File: src/lbb_pkg.sv
package lbb_pkg;

  // Field widths
  localparam int unsigned TIME_W     = 32;
  localparam int unsigned PERIOD_W   = 16;
  localparam int unsigned LEVEL_W    = 8;
  localparam int unsigned CFG_IDX_W  = 3;
  localparam int unsigned CFG_DATA_W = 16;

  // Default depth of the raised-cosine curve
  localparam int unsigned CURVE_ENTRIES_DEF = 256;

  // Register indexes
  localparam logic [CFG_IDX_W-1:0] REG_BREATH_MIN  = 3'd0;
  localparam logic [CFG_IDX_W-1:0] REG_BREATH_MAX  = 3'd1;
  localparam logic [CFG_IDX_W-1:0] REG_ALARM_LEVEL = 3'd2;
  localparam logic [CFG_IDX_W-1:0] REG_BLINK_HALF  = 3'd3;
  localparam logic [CFG_IDX_W-1:0] REG_RUN_PERIOD  = 3'd4;
  localparam logic [CFG_IDX_W-1:0] REG_IDLE_PERIOD = 3'd5;

  // Register reset values
  localparam logic [LEVEL_W-1:0]  RST_BREATH_MIN  = 8'd15;
  localparam logic [LEVEL_W-1:0]  RST_BREATH_MAX  = 8'd200;
  localparam logic [LEVEL_W-1:0]  RST_ALARM_LEVEL = 8'd200;
  localparam logic [PERIOD_W-1:0] RST_BLINK_HALF  = 16'd400;
  localparam logic [PERIOD_W-1:0] RST_RUN_PERIOD  = 16'd2000;
  localparam logic [PERIOD_W-1:0] RST_IDLE_PERIOD = 16'd3000;

  // Colours
  localparam logic [LEVEL_W-1:0] COL_ALARM_R = 8'd255;
  localparam logic [LEVEL_W-1:0] COL_ALARM_G = 8'd0;
  localparam logic [LEVEL_W-1:0] COL_ALARM_B = 8'd0;
  localparam logic [LEVEL_W-1:0] COL_RUN_R   = 8'd0;
  localparam logic [LEVEL_W-1:0] COL_RUN_G   = 8'd220;
  localparam logic [LEVEL_W-1:0] COL_RUN_B   = 8'd60;
  localparam logic [LEVEL_W-1:0] COL_IDLE_R  = 8'd255;
  localparam logic [LEVEL_W-1:0] COL_IDLE_G  = 8'd110;
  localparam logic [LEVEL_W-1:0] COL_IDLE_B  = 8'd20;

  // Mode flags that travel with each beat
  typedef struct packed {
    logic dim;
    logic alarm;
    logic running;
  } lbb_mode_t;

endpackage

File: src/lbb_div_step.sv
module lbb_div_step import lbb_pkg::*; (
  input  logic [PERIOD_W-1:0] rem_i,
  input  logic                bit_i,
  input  logic [PERIOD_W-1:0] div_i,
  output logic [PERIOD_W-1:0] rem_o,
  output logic                q_o
);

  logic [PERIOD_W:0] trial;
  logic [PERIOD_W:0] diff;

  // Shift in the next dividend bit and subtract where the divisor fits
  assign trial = {rem_i, bit_i};
  assign diff  = trial - {1'b0, div_i};
  assign q_o   = (trial >= {1'b0, div_i});
  assign rem_o = q_o ? diff[PERIOD_W-1:0] : trial[PERIOD_W-1:0];

endmodule

File: src/lbb_curve.sv
module lbb_curve import lbb_pkg::*; #(
  parameter int unsigned CurveEntries = CURVE_ENTRIES_DEF
) (
  input  logic                            clk_i,
  input  logic [$clog2(CurveEntries)-1:0] addr_i,
  output logic [LEVEL_W-1:0]              data_o
);

  localparam logic [63:0] PiQ30   = 64'd3373259426;
  localparam int unsigned Q30Sh   = 30;
  localparam int unsigned TaylorN = 12;

  // Entry i: round(256 * sin^2(pi*i/CurveEntries)) with sin by Taylor series in Q30
  function automatic logic [LEVEL_W-1:0] curve_entry(input int unsigned i);
    logic [63:0] n;
    logic [63:0] j;
    logic [63:0] y;
    logic [63:0] term;
    logic [63:0] pos;
    logic [63:0] neg;
    logic [63:0] s;
    logic [63:0] t;
    int unsigned k;
    n = 64'(CurveEntries);
    j = (64'(2 * i) <= n) ? 64'(i) : (n - 64'(i));
    y = (PiQ30 * j) / CurveEntries;
    term = y;
    pos  = 64'd0;
    neg  = 64'd0;
    for (k = 0; k < TaylorN; k++) begin
      if ((k % 2) == 0) begin
        pos = pos + term;
      end else begin
        neg = neg + term;
      end
      term = (term * y) >> Q30Sh;
      term = (term * y) >> Q30Sh;
      case (k)
        0:       term = term / 64'd6;
        1:       term = term / 64'd20;
        2:       term = term / 64'd42;
        3:       term = term / 64'd72;
        4:       term = term / 64'd110;
        5:       term = term / 64'd156;
        6:       term = term / 64'd210;
        7:       term = term / 64'd272;
        8:       term = term / 64'd342;
        9:       term = term / 64'd420;
        10:      term = term / 64'd506;
        default: term = term / 64'd600;
      endcase
    end
    s = (pos > neg) ? (pos - neg) : 64'd0;
    if (s > (64'd1 << Q30Sh)) begin
      s = 64'd1 << Q30Sh;
    end
    t = (s * s + (64'd1 << 51)) >> 52;
    return (t > 64'd255) ? 8'hFF : t[LEVEL_W-1:0];
  endfunction

  logic [LEVEL_W-1:0] rom [CurveEntries];
  logic [LEVEL_W-1:0] data_q;

  // Fill the constant table
  for (genvar gi = 0; gi < CurveEntries; gi++) begin : g_rom
    localparam logic [LEVEL_W-1:0] Val = curve_entry(gi);
    assign rom[gi] = Val;
  end

  // Registered read
  always_ff @(posedge clk_i) begin
    data_q <= rom[addr_i];
  end

  assign data_o = data_q;

endmodule

File: src/led_breathing_blink_brightness.sv
// Throughput: one item per cycle; busy stays low, set by the one-bit-per-stage dividers.
// Results are strobed for one cycle and the receiver cannot stall.
// Reset (rst_ni low, asynchronous) empties the pipeline and loads the default registers.
module led_breathing_blink_brightness import lbb_pkg::*; #(
  parameter int unsigned CurveEntries = CURVE_ENTRIES_DEF
) (
  input  logic                  clk_i,
  input  logic                  rst_ni,
  input  logic                  start,
  output logic                  busy,
  input  logic [TIME_W-1:0]     now_ms_i,
  input  logic                  dim_i,
  input  logic                  alarm_i,
  input  logic                  running_i,
  output logic                  out_valid_o,
  output logic [LEVEL_W-1:0]    level_o,
  output logic [LEVEL_W-1:0]    red_o,
  output logic [LEVEL_W-1:0]    green_o,
  output logic [LEVEL_W-1:0]    blue_o,
  input  logic                  cfg_valid_i,
  output logic                  cfg_ready_o,
  input  logic [CFG_IDX_W-1:0]  cfg_index_i,
  input  logic [CFG_DATA_W-1:0] cfg_data_i
);

  localparam int unsigned IdxW = $clog2(CurveEntries);
  localparam int unsigned XW   = PERIOD_W + IdxW;

  // Configuration registers
  logic [LEVEL_W-1:0]  breath_min_q;
  logic [LEVEL_W-1:0]  breath_max_q;
  logic [LEVEL_W-1:0]  alarm_level_q;
  logic [PERIOD_W-1:0] blink_half_q;
  logic [PERIOD_W-1:0] run_period_q;
  logic [PERIOD_W-1:0] idle_period_q;

  assign cfg_ready_o = 1'b1;
  assign busy        = 1'b0;

  // Take configuration beats
  always_ff @(posedge clk_i or negedge rst_ni) begin
    if (!rst_ni) begin
      breath_min_q  <= RST_BREATH_MIN;
      breath_max_q  <= RST_BREATH_MAX;
      alarm_level_q <= RST_ALARM_LEVEL;
      blink_half_q  <= RST_BLINK_HALF;
      run_period_q  <= RST_RUN_PERIOD;
      idle_period_q <= RST_IDLE_PERIOD;
    end else if (cfg_valid_i && cfg_ready_o) begin
      unique case (cfg_index_i)
        REG_BREATH_MIN:  breath_min_q  <= cfg_data_i[LEVEL_W-1:0];
        REG_BREATH_MAX:  breath_max_q  <= cfg_data_i[LEVEL_W-1:0];
        REG_ALARM_LEVEL: alarm_level_q <= cfg_data_i[LEVEL_W-1:0];
        REG_BLINK_HALF:  blink_half_q  <= cfg_data_i;
        REG_RUN_PERIOD:  run_period_q  <= cfg_data_i;
        REG_IDLE_PERIOD: idle_period_q <= cfg_data_i;
        default: ;
      endcase
    end
  end

  // Pick the divisor for this beat, zero counts as one
  logic                in_acc;
  logic [PERIOD_W-1:0] div_sel;
  logic [PERIOD_W-1:0] div_in;

  assign in_acc  = start && !busy;
  assign div_sel = alarm_i ? blink_half_q : (running_i ? run_period_q : idle_period_q);
  assign div_in  = (div_sel == '0) ? PERIOD_W'(1) : div_sel;

  // Modulo pipeline: one quotient bit per stage over the time stamp
  logic                div_vld_q  [TIME_W+1];
  lbb_mode_t           div_mode_q [TIME_W+1];
  logic [PERIOD_W-1:0] div_d_q    [TIME_W+1];
  logic [PERIOD_W-1:0] div_rem_q  [TIME_W+1];
  logic [TIME_W-1:0]   div_num_q  [TIME_W+1];
  logic                div_q_q    [TIME_W+1];

  always_ff @(posedge clk_i or negedge rst_ni) begin
    if (!rst_ni) begin
      div_vld_q[0] <= 1'b0;
    end else begin
      div_vld_q[0] <= in_acc;
    end
  end

  always_ff @(posedge clk_i) begin
    div_mode_q[0] <= '{dim: dim_i, alarm: alarm_i, running: running_i};
    div_d_q[0]    <= div_in;
    div_rem_q[0]  <= '0;
    div_num_q[0]  <= now_ms_i;
    div_q_q[0]    <= 1'b0;
  end

  for (genvar gk = 1; gk <= TIME_W; gk++) begin : g_div
    logic [PERIOD_W-1:0] rem_d;
    logic                q_d;

    lbb_div_step u_step (
      .rem_i (div_rem_q[gk-1]),
      .bit_i (div_num_q[gk-1][TIME_W-1]),
      .div_i (div_d_q[gk-1]),
      .rem_o (rem_d),
      .q_o   (q_d)
    );

    always_ff @(posedge clk_i or negedge rst_ni) begin
      if (!rst_ni) begin
        div_vld_q[gk] <= 1'b0;
      end else begin
        div_vld_q[gk] <= div_vld_q[gk-1];
      end
    end

    always_ff @(posedge clk_i) begin
      div_mode_q[gk] <= div_mode_q[gk-1];
      div_d_q[gk]    <= div_d_q[gk-1];
      div_rem_q[gk]  <= rem_d;
      div_num_q[gk]  <= {div_num_q[gk-1][TIME_W-2:0], 1'b0};
      div_q_q[gk]    <= q_d;
    end
  end

  // Scale the remainder by the curve depth and split it for the index division
  logic [XW-1:0] scaled;

  assign scaled = XW'(div_rem_q[TIME_W]) * XW'(CurveEntries);

  logic                ix_vld_q  [IdxW+1];
  lbb_mode_t           ix_mode_q [IdxW+1];
  logic [PERIOD_W-1:0] ix_d_q    [IdxW+1];
  logic                ix_par_q  [IdxW+1];
  logic [PERIOD_W-1:0] ix_rem_q  [IdxW+1];
  logic [IdxW-1:0]     ix_lo_q   [IdxW+1];
  logic [IdxW-1:0]     ix_quo_q  [IdxW+1];

  always_ff @(posedge clk_i or negedge rst_ni) begin
    if (!rst_ni) begin
      ix_vld_q[0] <= 1'b0;
    end else begin
      ix_vld_q[0] <= div_vld_q[TIME_W];
    end
  end

  always_ff @(posedge clk_i) begin
    ix_mode_q[0] <= div_mode_q[TIME_W];
    ix_d_q[0]    <= div_d_q[TIME_W];
    ix_par_q[0]  <= div_q_q[TIME_W];
    ix_rem_q[0]  <= scaled[XW-1:IdxW];
    ix_lo_q[0]   <= scaled[IdxW-1:0];
    ix_quo_q[0]  <= '0;
  end

  // Index pipeline: quotient of the scaled remainder by the period
  for (genvar gk = 1; gk <= IdxW; gk++) begin : g_idx
    logic [PERIOD_W-1:0] rem_d;
    logic                q_d;

    lbb_div_step u_step (
      .rem_i (ix_rem_q[gk-1]),
      .bit_i (ix_lo_q[gk-1][IdxW-1]),
      .div_i (ix_d_q[gk-1]),
      .rem_o (rem_d),
      .q_o   (q_d)
    );

    always_ff @(posedge clk_i or negedge rst_ni) begin
      if (!rst_ni) begin
        ix_vld_q[gk] <= 1'b0;
      end else begin
        ix_vld_q[gk] <= ix_vld_q[gk-1];
      end
    end

    always_ff @(posedge clk_i) begin
      ix_mode_q[gk] <= ix_mode_q[gk-1];
      ix_d_q[gk]    <= ix_d_q[gk-1];
      ix_par_q[gk]  <= ix_par_q[gk-1];
      ix_rem_q[gk]  <= rem_d;
      ix_lo_q[gk]   <= {ix_lo_q[gk-1][IdxW-2:0], 1'b0};
      ix_quo_q[gk]  <= {ix_quo_q[gk-1][IdxW-2:0], q_d};
    end
  end

  // Curve lookup, flags ride alongside
  logic [LEVEL_W-1:0] curve;
  logic               rom_vld_q;
  lbb_mode_t          rom_mode_q;
  logic               rom_par_q;

  lbb_curve #(
    .CurveEntries (CurveEntries)
  ) u_curve (
    .clk_i  (clk_i),
    .addr_i (ix_quo_q[IdxW]),
    .data_o (curve)
  );

  always_ff @(posedge clk_i or negedge rst_ni) begin
    if (!rst_ni) begin
      rom_vld_q <= 1'b0;
    end else begin
      rom_vld_q <= ix_vld_q[IdxW];
    end
  end

  always_ff @(posedge clk_i) begin
    rom_mode_q <= ix_mode_q[IdxW];
    rom_par_q  <= ix_par_q[IdxW];
  end

  // Scale the curve into the breathing range
  logic [LEVEL_W-1:0]   span;
  logic [2*LEVEL_W-1:0] prod;
  logic [LEVEL_W-1:0]   breath;

  assign span   = (breath_max_q > breath_min_q) ? (breath_max_q - breath_min_q) : '0;
  assign prod   = curve * span;
  assign breath = breath_min_q + prod[2*LEVEL_W-1:LEVEL_W];

  // Output register: select by mode
  logic               out_vld_q;
  logic [LEVEL_W-1:0] level_d, red_d, green_d, blue_d;
  logic [LEVEL_W-1:0] level_q, red_q, green_q, blue_q;

  always_comb begin
    if (rom_mode_q.dim) begin
      level_d = '0;
      red_d   = '0;
      green_d = '0;
      blue_d  = '0;
    end else if (rom_mode_q.alarm) begin
      level_d = rom_par_q ? '0 : alarm_level_q;
      red_d   = COL_ALARM_R;
      green_d = COL_ALARM_G;
      blue_d  = COL_ALARM_B;
    end else if (rom_mode_q.running) begin
      level_d = breath;
      red_d   = COL_RUN_R;
      green_d = COL_RUN_G;
      blue_d  = COL_RUN_B;
    end else begin
      level_d = breath;
      red_d   = COL_IDLE_R;
      green_d = COL_IDLE_G;
      blue_d  = COL_IDLE_B;
    end
  end

  always_ff @(posedge clk_i or negedge rst_ni) begin
    if (!rst_ni) begin
      out_vld_q <= 1'b0;
    end else begin
      out_vld_q <= rom_vld_q;
    end
  end

  always_ff @(posedge clk_i) begin
    level_q <= level_d;
    red_q   <= red_d;
    green_q <= green_d;
    blue_q  <= blue_d;
  end

  assign out_valid_o = out_vld_q;
  assign level_o     = level_q;
  assign red_o       = red_q;
  assign green_o     = green_q;
  assign blue_o      = blue_q;

endmodule

File: config.mk
export PLATFORM = sky130hd
export DESIGN_NAME = led_breathing_blink_brightness
export DESIGN_NICKNAME = d
export VERILOG_FILES = /design/src/lbb_pkg.sv /design/src/lbb_div_step.sv /design/src/lbb_curve.sv /design/src/led_breathing_blink_brightness.sv
export SDC_FILE = /design/constraint.sdc
export NUM_CORES = 2
export LEC_CHECK = 0
export BUFFER_PORTS_ARGS = -buffer_cell sky130_fd_sc_hd__clkbuf_2
export CAP_MARGIN = 25
export CORE_MARGIN = 8
export CORE_UTILIZATION = 40
export DETAILED_ROUTE_END_ITERATION = 8
export GPL_TIMING_DRIVEN = 1
export HOLD_SLACK_MARGIN = 0.05
export REMOVE_ABC_BUFFERS = 1
export SLEW_MARGIN = 10
export SYNTH_ARGS = -nofsm -noshare
export SYNTH_HDL_FRONTEND = slang
export SYNTH_SLANG_ARGS = --single-unit
File: constraint.sdc
create_clock -name clk_i -period 12.6 [get_ports clk_i]
set_clock_uncertainty 0.05 [all_clocks]
set_input_delay 1.89 -clock clk_i [delete_from_list [all_inputs] [get_ports clk_i]]
set_output_delay 1.89 -clock clk_i [all_outputs]
set_load 0.01 [all_outputs]
==> results.md <==
- Post-synth cell types: 100
- Slowest CP cell: nor2_1
- Pins over their slew limit: 0
- Synth Register Bits: between 2k and 2.5k
- Vias: roughly 58k
- Starting density of the core: 40.1%
- CTS Root Buffer Type: clkbuf_16
- Share of cells above drive strength 1: a little over a tenth
- Critical path launch point type: flop
- FP Rows: approximately 170
- Critical Path RT: 13320 ps
- Fmax: 125 MHz
- Post-synth top cells: dfxtp_1 (2020), inv_1 (887), ha_1 (691)
- P_sw: roughly 11 mW
- Critical path capture point type: flop
- Vias in the first global route: approximately 58k
- Layout Nets: approximately 9.4k
- Slew @ Worst Pin: between 1000 and 1500 ps
- Worst VDD drop: 192 uV
- Synthesized instance count: 8417
- Asr flop ratio synth: 5.43%
- Cell Int Power: ~19 mW
- Drt drc: 0
- Final Core Density: between 40 and 50%
- Setup_tns: 0 ps
- Met3 Usage GRT: 2.64%
- Ys flop type: dfxtp_1
- Synth warn: 0
- Clk pwr share: a little over a fifth
- Cell with the most instances after synthesis: dfxtp_1
- # setup viols final: 0
- M1 GR Usage: between 20 and 25%
- Wire length per cell: around 15 um
- Hold Crit Class: reg2reg
- CP delay by family, top: adder cells
- IO buf count: 85
- Htree depth: 4
- Worst-skew pair later-pin latency: 870 ps
- Resized Gates After CTS: 0
- Die area: around 230000 um^2
- Largest net degree at the start of global routing: 69
- Kind of critical path: reg2reg
- Vert. Die Dim: 482 um
- Leakage: 43.2 nW
- Register area share after synthesis: roughly half
- Number of synthesized flops with an enable pin: 0
- Cts hold-fix bufs: 0
- Final RePlAce weighted congestion: between 0.8 and 0.9
- Part of the cycle the worst path needs: a little under two thirds
- Post-CTS setup buffers: 0
- Cell mode on critical path: fa_1
- DP Wirelength: 133 mm
- Post-DRT Antenna Nets: 0
- R2R Setup Slk: 4590 ps
- Top area cells in the synthesized netlist: dfxtp_1 (47%), ha_1 (10%), mux2_2 (4.0%)
- Longest Clk Path Bufs: 3
- MaxCap Viol Count: 0
- CTS clk-pin slew, worst paths: around 70 ps
- Routed WL: 178 mm
- Final hold vios: 0
- TritonCTS Sinks: 2136
- Grt ovf: 0
- CTS buffer count: about 220
- Data arrival, critical path: 8730 ps
- Initial DRC count: 3327
- Core ar.: about 220000 um^2
- Switching share of power: 37.6%
- First-pass GRT wire length: approximately 290 mm
- Area Overhead vs Synth: 13.0%
- Status: finished, final reports clean
- Final min period: around 8000 ps
- Chip Width: roughly 480 um
- Drt first pass iters: 6
- Logic pwr share: between 40 and 50%
- Sequential fraction of design power: about a third
- Vias per cell: 4.98
- Area leader, netlist: dfxtp_1
- CTS tree: done
- Unrepaired setup endpoints after global routing: false
- IO Pins: between 90 and 100
- CP Buf/Inv Count: 2
- CP max FO: 8
- All-layer global routing usage: between 15 and 20%
- Synth top area share: 46.6%
- Mean Syn Cell Area: just over 10 um^2
- Global routing's busiest layer: met2
- Cell Area, Synth: 86800 um^2
- Rel. slew slack: slightly above 30%
- Power Density: roughly 310 nW/um^2
- Met2 Use GR: 24.1%
- Initial antenna violation count: 3
- Crit path largest cell delay: 730 ps
[path summary, 6_finish.rpt]
kind	from	to	depth (start not counted)
worst max-delay path	breath_min_q[0]	level_o[6]	28
worst min-delay path	div_d_q[0][21]	div_d_q[0][37]	0
worst max register to register	breath_min_q[0]	level_o[6]	28
worst min register to register	div_d_q[0][21]	div_d_q[0][37]	0
max in group asynchronous	rst_ni	blink_half_q[0]	2
min in group asynchronous	rst_ni	run_period_q[1]	1
[kinds of logic after synthesis]
kind of cell,Yosys count,synth area share (%)
adders and majority gates,766,11.7
buffers and inverters,1036,4.71
xor gates and xnor gates,392,3.95
other,2,0.00865
DFF,2136,49.9
muxes,394,5.13
and+or+nand+nor,1694,9.61
AOI/OAI and AO/OA,1997,15.0
[state kept, by name, summed over array words and instances, names as in the netlist, 9 cells and up]
signal         flops
div_num_q        528
div_mode_q        99
run_period_q      16
ix_mode_q         27
blink_half_q      16
div_vld_q         33
ix_vld_q           9
idle_period_q     16
div_rem_q        512
ix_par_q           9
ix_d_q           128
ix_quo_q          36
ix_rem_q         128
div_d_q          528
[per-layer routing]
| layer | vias up | routed length, um | share of wire (%) |
|---|---|---|---|
| met5 | - | 0 | 0 |
| met4 | 0 | 4560 | 2.6 |
| met3 | 345 | 7700 | 4.3 |
| met2 | 1134 | 78300 | 44 |
| met1 | 27000 | 87900 | 49 |
| li1 | 29600 | - | - |
[layout by cell type, fill, tap and decap left out, drive strengths merged, types with 169 or more instances in the layout]
cell type,count
dfxtp,2020
inv,897
ha,691
a21oi,664
nor2,560
o21ai,411
clkbuf,376
mux2,327
nand2,303
xnor2,248
a21o,181
o21a,169
[final cells by class]
type | instances | area (um^2)
Fill cell | 20100 | 118000
Antenna cell | 2 | 5.00
Sequential cell | 2136 | 43400
Multi-Input combinational cell | 5250 | 39400
Inverter | 890 | 3340
Timing Repair Buffer | 117 | 803
Clock inverter | 114 | 1600
Tap cell | 2854 | 3570
Clock buffer | 292 | 6030
[metrics by stage]
step	cell area (um^2)	worst slack [ps]	cells	total power, mW	hold slack [ps]
floorplan	86100	5550	8276	20.5	260
global placement	90200	4440	11200	23.5	260
finish	98100	4590	11700	30.5	235
global route	98100	4040	11700	32.9	238
detailed placement	90200	4440	11200	23.7	262
CTS	97900	4480	11600	30.6	225
[power groups by stage]
stage / Sequential (mW) / Clock (mW) / Combinational, mW
floorplan: 9.37 / 0 / 11.1
global placement: 9.85 / 0 / 13.6
detailed placement: 9.85 / 0 / 13.9
CTS: 9.73 / 6.84 / 14.0
global route: 9.90 / 7.12 / 15.9
finish: 9.70 / 6.62 / 14.2
Power figures use the tool's default switching activity.
